File: src/hw/rtl/fbt_pkg.sv
// Shared types and constants for the frame budget throttle.
package fbt_pkg;

  localparam int CMD_W   = 3;
  localparam int FIELD_W = 16;
  localparam int MAX_W   = 5;
  localparam int BUD_W   = 6;
  localparam int KIND_W  = 3;
  localparam int REM_W   = 7;

  localparam logic [FIELD_W-1:0] FAST_LIMIT   = 16'd2048;
  localparam logic [FIELD_W-1:0] SLOW_LIMIT   = 16'd4096;
  localparam logic [BUD_W-1:0]   BUDGET_FLOOR = 6'd2;
  localparam logic [MAX_W-1:0]   MAX_RESET    = 5'd4;

  typedef enum logic [CMD_W-1:0] {
    CMD_ACTIVATE = 3'd0,
    CMD_CREATE   = 3'd1,
    CMD_POPULATE = 3'd2,
    CMD_FRAME    = 3'd3,
    CMD_FTIME    = 3'd4
  } op_t;

  typedef enum logic [KIND_W-1:0] {
    KIND_RUN_NOW   = 3'd0,
    KIND_BACKLOG   = 3'd1,
    KIND_QUEUED    = 3'd2,
    KIND_DROPPED   = 3'd3,
    KIND_POP_ALLOW = 3'd4,
    KIND_POP_SKIP  = 3'd5,
    KIND_SUMMARY   = 3'd6
  } kind_t;

  typedef enum logic {
    ST_IDLE  = 1'b0,
    ST_DRAIN = 1'b1
  } state_t;

  typedef struct packed {
    op_t                op;
    logic [FIELD_W-1:0] request_id;
    logic [FIELD_W-1:0] frame_time;
  } cmd_t;

  typedef struct packed {
    kind_t              kind;
    logic [FIELD_W-1:0] group_id;
    logic [BUD_W-1:0]   drained;
    logic [REM_W-1:0]   remaining;
    logic               last;
  } res_t;

endpackage

File: src/hw/rtl/fbt_fifo.sv
// Small first-in first-out queue of flat words.
module fbt_fifo #(
  parameter int WIDTH = 1,
  parameter int DEPTH = 2
) (
  input  logic             clk,
  input  logic             rst,
  input  logic             push,
  input  logic [WIDTH-1:0] din,
  output logic             full,
  input  logic             pop,
  output logic [WIDTH-1:0] dout,
  output logic             empty
);

  localparam int PW = (DEPTH > 1) ? $clog2(DEPTH) : 1;
  localparam int CW = $clog2(DEPTH + 1);

  logic [WIDTH-1:0] slots [DEPTH];
  logic [PW-1:0]    wr_ptr;
  logic [PW-1:0]    rd_ptr;
  logic [CW-1:0]    count;
  logic             do_push;
  logic             do_pop;

  assign full    = (count == CW'(DEPTH));
  assign empty   = (count == '0);
  assign do_push = push && !full;
  assign do_pop  = pop && !empty;
  assign dout    = slots[rd_ptr];

  always_ff @(posedge clk) begin
    if (rst) begin
      wr_ptr <= '0;
      rd_ptr <= '0;
      count  <= '0;
    end else begin
      if (do_push) begin
        wr_ptr <= (wr_ptr == PW'(DEPTH - 1)) ? '0 : wr_ptr + 1'b1;
      end
      if (do_pop) begin
        rd_ptr <= (rd_ptr == PW'(DEPTH - 1)) ? '0 : rd_ptr + 1'b1;
      end
      if (do_push && !do_pop) begin
        count <= count + 1'b1;
      end else if (do_pop && !do_push) begin
        count <= count - 1'b1;
      end
    end
  end

  always_ff @(posedge clk) begin
    if (do_push) begin
      slots[wr_ptr] <= din;
    end
  end

endmodule

File: src/hw/rtl/fbt_front.sv
// Front end: accepts input transactions, drops unknown commands, queues the rest.
module fbt_front (
  input  logic                        clk,
  input  logic                        rst,
  input  logic                        push,
  output logic                        full,
  input  logic [fbt_pkg::CMD_W-1:0]   command,
  input  logic [fbt_pkg::FIELD_W-1:0] request_id,
  input  logic [fbt_pkg::FIELD_W-1:0] frame_time,
  output logic                        cmd_valid,
  output fbt_pkg::cmd_t               cmd,
  input  logic                        cmd_pop
);

  fbt_pkg::cmd_t                  cmd_in;
  logic                           known;
  logic                           cmd_empty;
  logic [$bits(fbt_pkg::cmd_t)-1:0] cmd_word;

  always_comb begin
    cmd_in.op         = fbt_pkg::op_t'(command);
    cmd_in.request_id = request_id;
    cmd_in.frame_time = frame_time;
    case (command)
      fbt_pkg::CMD_ACTIVATE,
      fbt_pkg::CMD_CREATE,
      fbt_pkg::CMD_POPULATE,
      fbt_pkg::CMD_FRAME,
      fbt_pkg::CMD_FTIME: known = 1'b1;
      default:            known = 1'b0;
    endcase
  end

  fbt_fifo #(
    .WIDTH($bits(fbt_pkg::cmd_t)),
    .DEPTH(2)
  ) u_cmd_q (
    .clk  (clk),
    .rst  (rst),
    .push (push && known),
    .din  (cmd_in),
    .full (full),
    .pop  (cmd_pop),
    .dout (cmd_word),
    .empty(cmd_empty)
  );

  assign cmd_valid = !cmd_empty;
  assign cmd       = fbt_pkg::cmd_t'(cmd_word);

endmodule

File: src/hw/rtl/fbt_back.sv
// Back end: budget, counters, backlog memory and the frame drain sequencer.
module fbt_back #(
  parameter int BACKLOG_DEPTH = 64,
  parameter int ID_WIDTH      = 16
) (
  input  logic                      clk,
  input  logic                      rst,
  input  logic                      cmd_valid,
  input  fbt_pkg::cmd_t             cmd,
  output logic                      cmd_pop,
  input  logic                      res_full,
  output logic                      res_push,
  output fbt_pkg::res_t             res,
  input  logic                      cfg_we,
  input  logic [fbt_pkg::MAX_W-1:0] cfg_data
);

  localparam int AW     = $clog2(BACKLOG_DEPTH);
  localparam int CNT_W  = $clog2(BACKLOG_DEPTH + 1);
  localparam int KEEP_W = (ID_WIDTH < fbt_pkg::FIELD_W) ? ID_WIDTH : fbt_pkg::FIELD_W;

  fbt_pkg::state_t              state, state_next;
  logic [fbt_pkg::MAX_W-1:0]    max_per_frame, max_per_frame_next;
  logic [AW-1:0]                head, head_next;
  logic [CNT_W-1:0]             count, count_next;
  logic [fbt_pkg::BUD_W-1:0]    activated, activated_next;
  logic [fbt_pkg::FIELD_W-1:0]  created, created_next;
  logic [fbt_pkg::FIELD_W-1:0]  last_frame_time, last_frame_time_next;
  logic [fbt_pkg::BUD_W-1:0]    drained, drained_next;

  logic [KEEP_W-1:0]            backlog [BACKLOG_DEPTH];
  logic [KEEP_W-1:0]            rd_data;
  logic [KEEP_W-1:0]            wr_id;
  logic                         wr_en;
  logic [CNT_W:0]               tail_sum;
  logic [AW-1:0]                tail;
  logic [AW-1:0]                head_inc;
  logic [fbt_pkg::BUD_W-1:0]    scaled;
  logic [fbt_pkg::BUD_W-1:0]    budget;

  always_comb begin
    if (last_frame_time < fbt_pkg::FAST_LIMIT) begin
      scaled = {max_per_frame, 1'b0};
    end else if (last_frame_time > fbt_pkg::SLOW_LIMIT) begin
      scaled = fbt_pkg::BUD_W'(max_per_frame >> 1);
    end else begin
      scaled = fbt_pkg::BUD_W'(max_per_frame);
    end
    budget = (scaled < fbt_pkg::BUDGET_FLOOR) ? fbt_pkg::BUDGET_FLOOR : scaled;
  end

  assign wr_id    = cmd.request_id[KEEP_W-1:0];
  assign tail_sum = (CNT_W+1)'(head) + (CNT_W+1)'(count);
  assign tail     = (tail_sum >= (CNT_W+1)'(BACKLOG_DEPTH))
                    ? AW'(tail_sum - (CNT_W+1)'(BACKLOG_DEPTH)) : AW'(tail_sum);
  assign head_inc = (head == AW'(BACKLOG_DEPTH - 1)) ? '0 : head + 1'b1;

  always_ff @(posedge clk) begin
    if (rst) begin
      state           <= fbt_pkg::ST_IDLE;
      max_per_frame   <= fbt_pkg::MAX_RESET;
      head            <= '0;
      count           <= '0;
      activated       <= '0;
      created         <= '0;
      last_frame_time <= '0;
      drained         <= '0;
    end else begin
      state           <= state_next;
      max_per_frame   <= max_per_frame_next;
      head            <= head_next;
      count           <= count_next;
      activated       <= activated_next;
      created         <= created_next;
      last_frame_time <= last_frame_time_next;
      drained         <= drained_next;
    end
  end

  always_ff @(posedge clk) begin
    if (wr_en) begin
      backlog[tail] <= wr_id;
    end
    if (wr_en && (tail == head_next)) begin
      rd_data <= wr_id;
    end else begin
      rd_data <= backlog[head_next];
    end
  end

  always_comb begin
    state_next           = state;
    max_per_frame_next   = cfg_we ? cfg_data : max_per_frame;
    head_next            = head;
    count_next           = count;
    activated_next       = activated;
    created_next         = created;
    last_frame_time_next = last_frame_time;
    drained_next         = drained;
    cmd_pop              = 1'b0;
    res_push             = 1'b0;
    wr_en                = 1'b0;
    res.kind             = fbt_pkg::KIND_RUN_NOW;
    res.group_id         = '0;
    res.drained          = '0;
    res.remaining        = fbt_pkg::REM_W'(count);
    res.last             = 1'b1;
    case (state)
      fbt_pkg::ST_IDLE: begin
        if (cmd_valid && !res_full) begin
          cmd_pop = 1'b1;
          case (cmd.op)
            fbt_pkg::CMD_ACTIVATE: begin
              res_push     = 1'b1;
              res.group_id = fbt_pkg::FIELD_W'(wr_id);
              if (activated < budget) begin
                activated_next = activated + 1'b1;
                res.kind       = fbt_pkg::KIND_RUN_NOW;
              end else if (count != CNT_W'(BACKLOG_DEPTH)) begin
                wr_en         = 1'b1;
                count_next    = count + 1'b1;
                res.kind      = fbt_pkg::KIND_QUEUED;
                res.remaining = fbt_pkg::REM_W'(count_next);
              end else begin
                res.kind = fbt_pkg::KIND_DROPPED;
              end
            end
            fbt_pkg::CMD_CREATE: begin
              if (created != '1) begin
                created_next = created + 1'b1;
              end
            end
            fbt_pkg::CMD_POPULATE: begin
              res_push = 1'b1;
              res.kind = (created > fbt_pkg::FIELD_W'(max_per_frame))
                         ? fbt_pkg::KIND_POP_SKIP : fbt_pkg::KIND_POP_ALLOW;
            end
            fbt_pkg::CMD_FRAME: begin
              activated_next = '0;
              created_next   = '0;
              drained_next   = '0;
              state_next     = fbt_pkg::ST_DRAIN;
            end
            fbt_pkg::CMD_FTIME: begin
              last_frame_time_next = cmd.frame_time;
            end
            default: begin
            end
          endcase
        end
      end
      fbt_pkg::ST_DRAIN: begin
        if (!res_full) begin
          res_push = 1'b1;
          if ((count != '0) && (drained < budget)) begin
            head_next      = head_inc;
            count_next     = count - 1'b1;
            activated_next = activated + 1'b1;
            drained_next   = drained + 1'b1;
            res.kind       = fbt_pkg::KIND_BACKLOG;
            res.group_id   = fbt_pkg::FIELD_W'(rd_data);
            res.remaining  = fbt_pkg::REM_W'(count_next);
            res.last       = 1'b0;
          end else begin
            res.kind    = fbt_pkg::KIND_SUMMARY;
            res.drained = drained;
            state_next  = fbt_pkg::ST_IDLE;
          end
        end
      end
      default: begin
        state_next = fbt_pkg::ST_IDLE;
      end
    endcase
  end

endmodule

File: src/hw/rtl/frame_budget_throttle_with_backlog.sv
// Top level of the frame budget throttle with its deferral backlog.
// Commands pass through a registered command queue and results through a result queue.
// Throughput: one input per cycle for requests and updates while full is low; a frame
// start holds the back end in its drain state, one backlog memory read per drained entry.
// Reset: rst clears counters, pointers, queues and the budget register (to 4);
// the backlog memory is not cleared, and no clearing pass runs.
module frame_budget_throttle_with_backlog #(
  parameter int BACKLOG_DEPTH = 64,
  parameter int ID_WIDTH      = 16
) (
  input  logic                        clk,
  input  logic                        rst,
  input  logic                        push,
  output logic                        full,
  input  logic [fbt_pkg::CMD_W-1:0]   command,
  input  logic [fbt_pkg::FIELD_W-1:0] request_id,
  input  logic [fbt_pkg::FIELD_W-1:0] frame_time,
  output logic                        empty,
  input  logic                        pop,
  output logic [fbt_pkg::KIND_W-1:0]  kind,
  output logic [fbt_pkg::FIELD_W-1:0] group_id,
  output logic [fbt_pkg::BUD_W-1:0]   drained,
  output logic [fbt_pkg::REM_W-1:0]   remaining,
  output logic                        last,
  input  logic                        cfg_valid,
  output logic                        cfg_ready,
  input  logic [fbt_pkg::MAX_W-1:0]   cfg_data
);

  logic                             cmd_valid;
  fbt_pkg::cmd_t                    cmd;
  logic                             cmd_pop;
  logic                             res_full;
  logic                             res_push;
  fbt_pkg::res_t                    res;
  logic [$bits(fbt_pkg::res_t)-1:0] res_word;
  fbt_pkg::res_t                    res_out;

  assign cfg_ready = 1'b1;

  fbt_front u_front (
    .clk       (clk),
    .rst       (rst),
    .push      (push),
    .full      (full),
    .command   (command),
    .request_id(request_id),
    .frame_time(frame_time),
    .cmd_valid (cmd_valid),
    .cmd       (cmd),
    .cmd_pop   (cmd_pop)
  );

  fbt_back #(
    .BACKLOG_DEPTH(BACKLOG_DEPTH),
    .ID_WIDTH     (ID_WIDTH)
  ) u_back (
    .clk      (clk),
    .rst      (rst),
    .cmd_valid(cmd_valid),
    .cmd      (cmd),
    .cmd_pop  (cmd_pop),
    .res_full (res_full),
    .res_push (res_push),
    .res      (res),
    .cfg_we   (cfg_valid && cfg_ready),
    .cfg_data (cfg_data)
  );

  fbt_fifo #(
    .WIDTH($bits(fbt_pkg::res_t)),
    .DEPTH(2)
  ) u_res_q (
    .clk  (clk),
    .rst  (rst),
    .push (res_push),
    .din  (res),
    .full (res_full),
    .pop  (pop),
    .dout (res_word),
    .empty(empty)
  );

  assign res_out   = fbt_pkg::res_t'(res_word);
  assign kind      = res_out.kind;
  assign group_id  = res_out.group_id;
  assign drained   = res_out.drained;
  assign remaining = res_out.remaining;
  assign last      = res_out.last;

endmodule

File: config.mk
export PLATFORM = sky130hd
export DESIGN_NAME = frame_budget_throttle_with_backlog
export DESIGN_NICKNAME = d
export VERILOG_FILES = /design/src/hw/rtl/fbt_pkg.sv /design/src/hw/rtl/fbt_fifo.sv /design/src/hw/rtl/fbt_front.sv /design/src/hw/rtl/fbt_back.sv /design/src/hw/rtl/frame_budget_throttle_with_backlog.sv
export SDC_FILE = /design/constraint.sdc
export NUM_CORES = 1
export LEC_CHECK = 0
export BUFFER_PORTS_ARGS = -buffer_cell sky130_fd_sc_hd__buf_4
export CAP_MARGIN = 25
export CORE_AREA = 4 4 407 409
export CTS_CLUSTER_SIZE = 16
export DETAILED_ROUTE_END_ITERATION = 8
export DIE_AREA = 0 0 411 413
export PLACE_DENSITY_LB_ADDON = 0.25
export SYNTH_ARGS = -nofsm -noshare
export SYNTH_HDL_FRONTEND = slang
export SYNTH_HIERARCHICAL = 1
export SYNTH_SLANG_ARGS = --single-unit
File: constraint.sdc
create_clock -name clk -period 5.78 [get_ports clk]
set_clock_uncertainty 0.15 [all_clocks]
set_input_delay 1.734 -clock clk [delete_from_list [all_inputs] [get_ports clk]]
set_output_delay 1.734 -clock clk [all_outputs]
set_load 0.02 [all_outputs]
==> results.yml <==
synthesis:
  yosys.area.top_type: "edfxtp_1"
  syn_area_mm2: 0.0485
  ys.flop_type: "edfxtp_1"
  yosysWarningCount: 6
  postSynth.asyncResetShare: 0
  synthesis.nets: 2353
  syn_area_per_cell_um2: 21.3
  ys_ff_latch: 1239
  ys_seq_area_frac: 0.751
  synth_top_area_frac: 0.719
  synth_edf_count: 1160
  synth_cell_type_count: 60
  synth.area.top_cells: "edfxtp_1, mux4_2, dfxtp_1"
  synth_cells: 2279
setup_path:
  cp_common_cell: "nand2_1"
  worstSetupPathType: "reg -> reg"
  critPathRequiredTime_ns: 6.04
  crit_fanout: 16
  crit_chain: "nor4b_1, nand4_1, nand2_1, nand2_1, a221oi_1, ha_1, o21ai_0, o21ai_0, a21oi_1, nor3_1, o31a_1, and3_1, nand2_1, nor2_1, buf_4"
  cp-end-kind: "flop"
  crit_path_start_kind: "flop"
  cp_slowest_cell: "dfxtp_1"
  slowest_delay_ns: 0.56
  cp_data_arrival_time_ns: 5.41
detailed_routing:
  wl_met1_mm: 53.9
  firstDrtPassIters: 7
  drt_iter0_drc: 2500
  wl_met3_mm: 7.31
  final_antenna_net_count: 0
  wl_met2_mm: 62.9
  vias: 23700
  wl_per_cell_um: 26.3
  topRoutingLayerUsed: "met5"
  drc: 0
  via_per_inst: 4.93
  wl_mm: 126
global_route:
  antenna_found_initial: 7
  grt_pass1_wl_mm: 181
  grt_max_degree: 66
  first_global_vias: 24000
  grt-ovfl-total: 0
  grt_usage: 0.148
floorplanning:
  dieArea_mm2: 0.170
  die_w_um: 411
  start_util: 0.299
  coreArea_mm2: 0.162
  rows: 148
  die_h_um: 413
  io_pins: 81
placed_design:
  numPortBuffers: 79
  hpwl_mm: 80.2
  place_congestion: 0.810
clocking:
  cts_setup_buffers: 0
  cts_tree: "done"
  cts_hold_buf: 0
  cts-root-buf: "clkbuf_16"
  clockBufferDepth: 3
  clock-sinks: 1239
  insertion_delay_ns: 0.76
  clkTransAtPathRegs_ns: 0.06
  cts_made_buffers: 132
  htree_levels: 4
  cts_resized: 0
power_and_ir_drop:
  p_leak_nw: 17.5
  power-per-cell-area_mw_per_mm2: 365
  ir_worst_vdd_mv: 0.327
sta:
  drv_slew: 0
  timing.final.crit_share: 0.890
  fmax_ghz: 0.194
  layout_min_cycle_time_ns: 5.14
  hold_violations: 0
  grt_setup_unrepaired: "no"
  setup_viol: 0
  fin_tns_setup_ns: 0
  whs_ns: 0.335
  slew_headroom: 0.298
  tightest_slew_ns: 1.05
layout:
  finalNetCount: 2591
  final_cell_mix: "edfxtp_1, mux4_2, buf_4"
  final_layout_size_suffix_gt1_frac: 0.311
  area_delta_synth_final_pct: 16.9
  final_common_cell: "edfxtp_1"
worst_hold_path:
  hold_path_class: "reg -> reg"
run_status:
  status: "finished, final reports clean"
job:
  maxCapViolCount: 0
==> critical path: cells and delay by family (launching register included) <==
family | cells | cell delay, ns
buffers and inverters | 1 | 0.29
AND/OR/NAND/NOR | 8 | 2.30
AO/OA/AOI/OAI | 5 | 1.24
adder cells (fa/ha/maj) | 1 | 0.26
flip-flops | 1 | 0.56
==> metal layers <==
| layer | GRT usage | up-vias |
|---|---|---|
| li1 | - | 9953 |
| met4 | 0.0366 | 2 |
| met2 | 0.250 | 768 |
| met3 | 0.0256 | 151 |
| met5 | 0 | - |
| met1 | 0.200 | 12800 |
==> flip-flops by register name (all words and copies together), names as in the netlist, named ones only <==
signal and count:
u_res_q/wr_ptr 1, u_back/head 6, u_back/last_frame_time 16, u_front/u_cmd_q/wr_ptr 1, u_back/activated 6, u_back/count 7
u_res_q/slots 66, u_back/created 16, u_front/u_cmd_q/rd_ptr 1, u_front/u_cmd_q/slots 70, u_res_q/count 2, u_res_q/rd_ptr 1
u_front/u_cmd_q/count 2, u_back/backlog 1024, u_back/max_per_frame 5, u_back/drained 6, u_back/state 1
==> metrics by stage <==
| step | utilization | instance area (µm²) | total power, mW | std cells | setup slack [ns] |
|---|---|---|---|---|---|
| global placement | 0.324 | 52400 | 12.7 | 4556 | 0.783 |
| CTS | 0.349 | 56600 | 21.0 | 4797 | 0.663 |
| global route | 0.350 | 56600 | 21.5 | 4799 | 0.200 |
| detailed placement | 0.324 | 52400 | 12.8 | 4556 | 0.687 |
| finish | 0.350 | 56600 | 20.7 | 4802 | 0.637 |
| floorplan | - | 48500 | 11.7 | 2279 | 1.45 |
==> cell type report <==
class	instances	area, µm²
multi-input cells	918	11600
well taps	2175	2720
clock buffers	183	3640
inverters	18	67.6
fillers	14900	105000
diodes	3	7.51
clock inverters	58	523
flip-flops and latches	1239	36400
repair buffers	208	1700
==> final timing paths <==
kind,from,to,slack [ns],cells past startpoint
hold reg to reg,u_res_q/wr_ptr$_SDFFE_PP0P_,u_res_q/wr_ptr$_SDFFE_PP0P_,0.34,2
hold / removal,u_res_q/wr_ptr$_SDFFE_PP0P_,u_res_q/wr_ptr$_SDFFE_PP0P_,0.34,2
setup / recovery,u_back/last_frame_time[12]$_SDFFE_PP0P_,u_back/backlog[26][9]$_DFFE_PP_,0.64,15
setup reg to reg,u_back/last_frame_time[12]$_SDFFE_PP0P_,u_back/backlog[26][9]$_DFFE_PP_,0.64,15
==> kinds of logic after synthesis <==
logic type	count (synthesis)	share of synthesized area
flops	1239	0.751
fa+ha+maj	29	0.00764
simple gates	315	0.0311
compound gates	114	0.0158
xor+xnor	31	0.00560
buf+inv	122	0.0114
other cells	1	0.0000774
mux	428	0.177
==> Yosys cell counts (5+ instances only) <==
cell type	number
edfxtp_1	1160
mux4_2	336
nor2_1	141
dfxtp_1	79
mux2_2	69
clkbuf_1	49
nand2_1	48
a21oi_1	32
buf_2	32
ha_1	28
mux2i_1	23
nand3_1	23
o21ai_0	23
a22o_1	19
and2_1	18
inv_1	18
xor2_1	18
or3_1	17
and3_1	14
xnor2_1	13
buf_1	12
nor3_1	12
buf_4	8
o21a_1	7
nand4_1	6
nor4_1	6
and4_1	5
o22ai_1	5
==> where the power goes <==
| group | internal (mW) | total [mW] | leakage [nW] | switching, mW |
|---|---|---|---|---|
| Sequential | 10.5 | 10.6 | 11.1 | 0.0773 |
| Combinational | 0.468 | 1.92 | 4.41 | 1.45 |
| Clock | 4.70 | 8.14 | 2.01 | 3.44 |
| Total | 15.7 | 20.7 | 17.5 | 4.97 |
Note: power is estimated with default switching activity, not from simulation.
